[config.mk]
export PLATFORM = sky130hd
export DESIGN_NAME = ycbcr_to_rgb_pixel_packer_top
export DESIGN_NICKNAME = d
export VERILOG_FILES = /design/src/hdl/ycc2rgb_pkg.sv /design/src/hdl/ycc2rgb_front.sv /design/src/hdl/ycc2rgb_queue.sv /design/src/hdl/ycc2rgb_back.sv /design/src/hdl/ycbcr_to_rgb_pixel_packer_top.sv
export SDC_FILE = /design/constraint.sdc
export NUM_CORES = 1
export LEC_CHECK = 0
export ABC_AREA = 1
export BUFFER_PORTS_ARGS = -buffer_cell sky130_fd_sc_hd__buf_2
export CORE_UTILIZATION = 67
export CTS_CLUSTER_SIZE = 30
export DETAILED_ROUTE_END_ITERATION = 12
export HOLD_SLACK_MARGIN = 0.08
export PLACE_DENSITY = 0.95
export SLEW_MARGIN = 10
export SYNTH_ARGS = -nofsm -noshare
export SYNTH_HDL_FRONTEND = slang
export SYNTH_SLANG_ARGS = --single-unit
[constraint.sdc]
create_clock -name clk -period 10.2 [get_ports clk]
set_input_delay 0 -clock clk [delete_from_list [all_inputs] [get_ports clk]]
set_output_delay 0 -clock clk [all_outputs]
set_load 0.02 [all_outputs]
[src/hdl/ycc2rgb_pkg.sv]
// shared types and constants for the ycbcr to rgb pixel packer
`timescale 1ns / 1ps

package ycc2rgb_pkg;

  localparam logic [1:0] ORDER_BGRA = 2'd0;
  localparam logic [1:0] ORDER_RGBA = 2'd1;
  localparam logic [1:0] ORDER_BGR  = 2'd2;
  localparam logic [1:0] ORDER_RGB  = 2'd3;

  localparam logic signed [15:0] LUMA_OFFSET = 16'sd128;
  localparam logic [7:0]         ALPHA_BYTE  = 8'hFF;
  localparam logic [7:0]         BYTE_MAX    = 8'd255;

  localparam logic [1:0] IDX_ALPHA = 2'd3;
  localparam logic [1:0] IDX_THIRD = 2'd2;

  typedef struct packed {
    logic signed [15:0] luma;
    logic signed [15:0] chroma_blue;
    logic signed [15:0] chroma_red;
  } pix_in_t;

  typedef struct packed {
    logic [7:0] pixel_byte;
    logic       last_of_pixel;
  } byte_out_t;

  typedef struct packed {
    logic [7:0] byte0;
    logic [7:0] byte1;
    logic [7:0] byte2;
    logic       four;
  } pix_word_t;

  function automatic logic [7:0] clamp8(input logic signed [15:0] v);
    logic [7:0] res;
    if (v < 16'sd0) begin
      res = 8'd0;
    end else if (v > 16'sd255) begin
      res = BYTE_MAX;
    end else begin
      res = v[7:0];
    end
    return res;
  endfunction

endpackage

[src/hdl/ycc2rgb_front.sv]
// front part: accepts pixels, converts to clamped rgb and orders the bytes
`timescale 1ns / 1ps

module ycc2rgb_front
  import ycc2rgb_pkg::*;
(
  input  logic      clk,
  input  logic      rst,
  input  logic [1:0] pixel_order,
  input  logic      in_valid,
  output logic      in_ready,
  input  pix_in_t   in_data,
  output logic      word_valid,
  input  logic      word_ready,
  output pix_word_t word_data
);

  logic signed [15:0] y;
  logic signed [15:0] cb;
  logic signed [15:0] cr;
  logic signed [15:0] r_sum;
  logic signed [15:0] g_sum;
  logic signed [15:0] b_sum;
  logic [7:0]         r_byte;
  logic [7:0]         g_byte;
  logic [7:0]         b_byte;
  logic               blue_first;
  pix_word_t          word_next;

  assign y  = in_data.luma + LUMA_OFFSET;
  assign cb = in_data.chroma_blue;
  assign cr = in_data.chroma_red;

  assign r_sum = y + cr + (cr >>> 2) + (cr >>> 3) + (cr >>> 5);
  assign g_sum = y - ((cb >>> 2) + (cb >>> 4) + (cb >>> 5))
                   - ((cr >>> 1) + (cr >>> 3) + (cr >>> 4) + (cr >>> 5));
  assign b_sum = y + cb + (cb >>> 1) + (cb >>> 2) + (cb >>> 6);

  assign r_byte = clamp8(r_sum);
  assign g_byte = clamp8(g_sum);
  assign b_byte = clamp8(b_sum);

  assign blue_first = (pixel_order == ORDER_BGRA) || (pixel_order == ORDER_BGR);

  always_comb begin
    word_next.byte0 = blue_first ? b_byte : r_byte;
    word_next.byte1 = g_byte;
    word_next.byte2 = blue_first ? r_byte : b_byte;
    word_next.four  = (pixel_order == ORDER_BGRA) || (pixel_order == ORDER_RGBA);
  end

  assign in_ready = !word_valid || word_ready;

  always_ff @(posedge clk) begin
    if (rst) begin
      word_valid <= 1'b0;
    end else if (in_ready) begin
      word_valid <= in_valid;
    end
  end

  always_ff @(posedge clk) begin
    if (in_valid && in_ready) begin
      word_data <= word_next;
    end
  end

endmodule

[src/hdl/ycc2rgb_queue.sv]
// two-entry queue of converted pixels between front and back
`timescale 1ns / 1ps

module ycc2rgb_queue
  import ycc2rgb_pkg::*;
(
  input  logic      clk,
  input  logic      rst,
  input  logic      wr_valid,
  output logic      wr_ready,
  input  pix_word_t wr_data,
  output logic      rd_valid,
  input  logic      rd_ready,
  output pix_word_t rd_data
);

  pix_word_t  mem [2];
  logic       wr_ptr;
  logic       rd_ptr;
  logic [1:0] count;
  logic       do_wr;
  logic       do_rd;

  assign wr_ready = (count != 2'd2);
  assign rd_valid = (count != 2'd0);
  assign do_wr    = wr_valid && wr_ready;
  assign do_rd    = rd_valid && rd_ready;
  assign rd_data  = mem[rd_ptr];

  always_ff @(posedge clk) begin
    if (do_wr) begin
      mem[wr_ptr] <= wr_data;
    end
  end

  always_ff @(posedge clk) begin
    if (rst) begin
      wr_ptr <= 1'b0;
      rd_ptr <= 1'b0;
      count  <= 2'd0;
    end else begin
      if (do_wr) begin
        wr_ptr <= ~wr_ptr;
      end
      if (do_rd) begin
        rd_ptr <= ~rd_ptr;
      end
      case ({do_wr, do_rd})
        2'b10:   count <= count + 2'd1;
        2'b01:   count <= count - 2'd1;
        default: count <= count;
      endcase
    end
  end

endmodule

[src/hdl/ycc2rgb_back.sv]
// back part: sends each converted pixel as a run of bytes
`timescale 1ns / 1ps

module ycc2rgb_back
  import ycc2rgb_pkg::*;
(
  input  logic      clk,
  input  logic      rst,
  input  logic      word_valid,
  output logic      word_ready,
  input  pix_word_t word_data,
  output logic      out_valid,
  input  logic      out_ready,
  output byte_out_t out_data
);

  pix_word_t  cur;
  logic       busy;
  logic [1:0] idx;
  logic       last;
  logic       take;

  assign last = cur.four ? (idx == IDX_ALPHA) : (idx == IDX_THIRD);
  assign word_ready = !busy || (out_ready && last);
  assign take = word_valid && word_ready;
  assign out_valid = busy;

  always_comb begin
    case (idx)
      2'd0:    out_data.pixel_byte = cur.byte0;
      2'd1:    out_data.pixel_byte = cur.byte1;
      2'd2:    out_data.pixel_byte = cur.byte2;
      default: out_data.pixel_byte = ALPHA_BYTE;
    endcase
    out_data.last_of_pixel = last;
  end

  always_ff @(posedge clk) begin
    if (rst) begin
      busy <= 1'b0;
      idx  <= 2'd0;
    end else if (take) begin
      busy <= 1'b1;
      idx  <= 2'd0;
    end else if (busy && out_ready) begin
      if (last) begin
        busy <= 1'b0;
        idx  <= 2'd0;
      end else begin
        idx <= idx + 2'd1;
      end
    end
  end

  always_ff @(posedge clk) begin
    if (take) begin
      cur <= word_data;
    end
  end

endmodule

[src/hdl/ycbcr_to_rgb_pixel_packer_top.sv]
// top level of the ycbcr to rgb pixel packer
//
// input channel: in_valid / in_ready / in_data carry one pixel item of
// signed luma, blue chroma and red chroma samples.
// output channel: out_valid / out_ready / out_data carry one byte item
// with last_of_pixel set on the final byte of each pixel.
// cfg_we / cfg_wdata write pixel_order (0 bgra, 1 rgba, 2 bgr, 3 rgb);
// write it only while no pixel is in flight.
// when the block is empty, an accepted pixel passes the conversion
// register, then the queue and the byte serializer, before its first
// byte appears on the output channel.
// the one-byte output channel sets the pace: each pixel leaves as four
// bytes for four-byte orders and as three bytes for three-byte orders.
// a two-entry queue sits between converter and serializer, so up to four
// pixels can be held while the receiver stalls; in_ready drops once all
// are full and no byte is lost or repeated.
// reset: rst is synchronous; it empties the pipeline and sets pixel_order
// to bgra.
`timescale 1ns / 1ps

module ycbcr_to_rgb_pixel_packer_top
  import ycc2rgb_pkg::*;
(
  input  logic      clk,
  input  logic      rst,
  input  logic      cfg_we,
  input  logic [1:0] cfg_wdata,
  input  logic      in_valid,
  output logic      in_ready,
  input  pix_in_t   in_data,
  output logic      out_valid,
  input  logic      out_ready,
  output byte_out_t out_data
);

  logic [1:0] pixel_order;
  logic       f_valid;
  logic       f_ready;
  pix_word_t  f_data;
  logic       q_valid;
  logic       q_ready;
  pix_word_t  q_data;

  always_ff @(posedge clk) begin
    if (rst) begin
      pixel_order <= ORDER_BGRA;
    end else if (cfg_we) begin
      pixel_order <= cfg_wdata;
    end
  end

  ycc2rgb_front u_front (
    .clk         (clk),
    .rst         (rst),
    .pixel_order (pixel_order),
    .in_valid    (in_valid),
    .in_ready    (in_ready),
    .in_data     (in_data),
    .word_valid  (f_valid),
    .word_ready  (f_ready),
    .word_data   (f_data)
  );

  ycc2rgb_queue u_queue (
    .clk      (clk),
    .rst      (rst),
    .wr_valid (f_valid),
    .wr_ready (f_ready),
    .wr_data  (f_data),
    .rd_valid (q_valid),
    .rd_ready (q_ready),
    .rd_data  (q_data)
  );

  ycc2rgb_back u_back (
    .clk        (clk),
    .rst        (rst),
    .word_valid (q_valid),
    .word_ready (q_ready),
    .word_data  (q_data),
    .out_valid  (out_valid),
    .out_ready  (out_ready),
    .out_data   (out_data)
  );

endmodule
==> metrics.txt <==
gate count after technology mapping about 1,300; synth unique cells 33; total number of vias about 8,600; insertion delay of the later-clocked pin in the worst-skew pair 350 ps; clock net sink count 110; Post-CTS Hold Buffers 5; setup ws final ~5500 ps; critical setup path kind primary input to flop; vertical die dimension 132 um; actual slew at the worst max-slew pin ~990 ps; largest net degree at the start of global routing 28; number of synthesized flops with an enable pin 100; peak fanout along the critical path 8; share of layout cells above drive strength 1 0.0715; share of synthesized area occupied by flip-flops and latches 0.285; stage delay of the slowest cell on the critical path 520 ps; Avg Inst Size Synth 8.78 um2; Cell Pwr Density approximately 290 nW/um2; highest-count cells in the layout ignoring fill and taps sky130_fd_sc_hd__inv_1 (326), sky130_fd_sc_hd__nand2_1 (312), sky130_fd_sc_hd__fa_1 (154); number of placed I/O pins 66; final core utilization 0.736; flip-flop and latch count after synthesis 110; mean routed wirelength per cell ~16 um; worst path cell trace buf_2 > inv_1 > fa_1 > inv_1 > fa_1 > fa_1 > fa_1 > fa_1 > fa_1 > inv_1 > nand3_1 > nand3_1 > nand2_1 > nand2_1 > nand3_1 > nand3_1 > nand2_1 > inv_1 > nand4_1 > nor2_1 > nor2_1; count of pins over their slew limit 0; worst ir drop on vdd ~0.00017 V; critical path's most frequent cell sky130_fd_sc_hd__fa_1; overall die area approximately 17,000 um2; post-place setup slack a little over 5000 ps; aggregate global-route resource usage 0.316; crit path capture type flop; share of the cycle needed by the critical path after routing 0.460; final instance area 12,100 um2; DR iter-0 viols 522; layout overhead on the synthesized area 7.65%; run status completed; Std-Cell Core Area 16,500 um2; most common flop cell mapped by yosys sky130_fd_sc_hd__edfxtp_1; worst min-delay path class primary input to flop; cell type group with the largest total delay on the critical path adder cells; filler cell count 1,159; Critical Path RT 10,290 ps; setup repair after global routing missed its margin false; number of port buffers 65; instance area at placement 11,800 um2; Initial Util 0.684; met1 routing resource usage after global routing 0.360; cell with the largest stage delay on the worst path sky130_fd_sc_hd__fa_1; half-perimeter wire length of the detailed placement result 21,400 um; depth of the CTS H-tree 3; global-route met2 utilization 0.568; via count of the first global-routing pass between 9,000 and 10,000; arrival time of the worst setup path 4780 ps; antenna violations before repair 0; number of failing setup endpoints in the final timing report 0; Total Neg Setup Slack 0 ps; number of buffer and inverter stages on the critical path 5; setup clock skew after layout roughly 6.1 ps; Max transition margin 0.342; most common library cell in the layout ignoring fill and taps sky130_fd_sc_hd__inv_1; number of CTS-inserted buffers 9; CTS resizes 0; met3 Use GR 0.0394; Netlist Area Pre-Place roughly 11,000 um2; global-route wire length before repair between 40,000 and 50,000 um; floorplan row count 47; minimum clock period 4700 ps; fraction of registers with async set or reset after synthesis 0; crit start category primary input; total wirelength of the detailed-routed design 25,400 um; global-route congestion overflow total 0; timing-limited maximum frequency 213 MHz; TritonCTS clock tree done; Die X 132 um; detailed-routing iteration count for the pre-antenna-repair pass 5; detailed-route vias per instance 5.46; Post CTS Setup Buffer Count 0; synthesis warning total 0; Remaining DRCs 0; number of antenna-violating nets in the routed design 0; Final nets about 1,600; Root Buffer sky130_fd_sc_hd__clkbuf_16; Leak 6.24 nW; Clk pin slew, worst setup/hold paths 70 ps; Longest Clk Path Bufs 2; number of nets in the synthesized netlist 1,562; final weighted congestion in routability-driven placement 0.992; grt peak-use layer met2; number of endpoints with negative hold slack in the final report 0; Max Cap Violations 0
==> power by group <==
group / leakage (nW) / total [mW] / switching, mW / internal (mW)
clock: 0.128 / 0.310 / 0.147 / 0.164
combinational: 5.09 / 2.46 / 1.60 / 0.858
sequential: 1.02 / 0.775 / 0.0618 / 0.713
==> per-stage QoR <==
stage | power, mW | hold slack [ps] | cells
2_1_floorplan | 2.59 | 69.1 | 1282
3_3_place_gp | 3.02 | 208 | 1555
3_5_place_dp | 3.18 | 208 | 1555
4_1_cts | 3.50 | 97.4 | 1576
5_1_grt | 3.90 | 93.6 | 1576
6_report | 3.54 | 95.8 | 1577
==> cell families after synthesis <==
kind of cell / Yosys count / share of synthesized area
DFF: 110 / 0.285
xor gates and xnor gates: 32 / 0.0256
muxes: 1 / 0.000889
adders and majority gates: 225 / 0.353
buffers and inverters: 344 / 0.117
and+or+nand+nor: 512 / 0.192
AOI/OAI and AO/OA: 58 / 0.0269
==> worst paths after layout <==
check	slack, ps	start	end	cells past startpoint
min reg2reg	450	u_front.word_data[16]	u_queue.mem[0][16]	0
max	5500	in_data[5]	u_front.word_data[15]	21
min	100	cfg_wdata[1]	pixel_order[1]	3
max reg2reg	7110	u_back.idx[0]	u_queue.count[1]	13
==> sequential cells by signal, summed over array words and instances, names as in the netlist <==
signal and flops:
pixel_order 2, u_back.cur 25, u_back.idx 2, u_back.out_valid 1, u_front.word_data 25, u_front.word_valid 1
u_queue.count 2, u_queue.mem 50, u_queue.rd_ptr 1, u_queue.wr_ptr 1
==> worst register-to-register path, delay by kind of cell, from the launching register on <==
family | cells | cell delay [ps]
buffers and inverters | 3 | 980
muxes | 1 | 140
and+or+nand+nor | 4 | 300
DFF | 1 | 410
AOI/OAI and AO/OA | 3 | 400
adders and majority gates | 2 | 790
==> metal layers <==
metal / wire, um / share of wire
met4: 1580 / 0.062
met2: 13000 / 0.51
met1: 9350 / 0.37
met5: 0 / 0
met3: 1480 / 0.058
==> final cells by class <==
class,instances,area [um2],area share
Timing Repair Buffer,73,398,0.0328
Clock inverter,5,26.3,0.00217
Inverter,329,1230,0.102
Tap cell,220,275,0.0227
Clock buffer,11,233,0.0192
Multi-Input combinational cell,828,6740,0.557
Sequential cell,110,3200,0.264
Antenna cell,1,2.50,0.000207
==> cells in the mapped netlist (9+ instances only) <==
cell                       number  share of area
sky130_fd_sc_hd__o21ai_0       11         0.0049
sky130_fd_sc_hd__nand3_1       90          0.040
sky130_fd_sc_hd__ha_1          71          0.079
sky130_fd_sc_hd__nand4_1       28          0.016
sky130_fd_sc_hd__edfxtp_1     100           0.27
sky130_fd_sc_hd__clkbuf_1       9         0.0030
sky130_fd_sc_hd__fa_1         154           0.27
sky130_fd_sc_hd__xor2_1        12         0.0093
sky130_fd_sc_hd__nand2_1      312           0.10
sky130_fd_sc_hd__dfxtp_1       10          0.018
sky130_fd_sc_hd__xnor2_1       19          0.015
sky130_fd_sc_hd__nor2_1        62          0.021
sky130_fd_sc_hd__a21oi_1       42          0.019
sky130_fd_sc_hd__inv_1        326           0.11
Power figures use the tool's default switching activity.
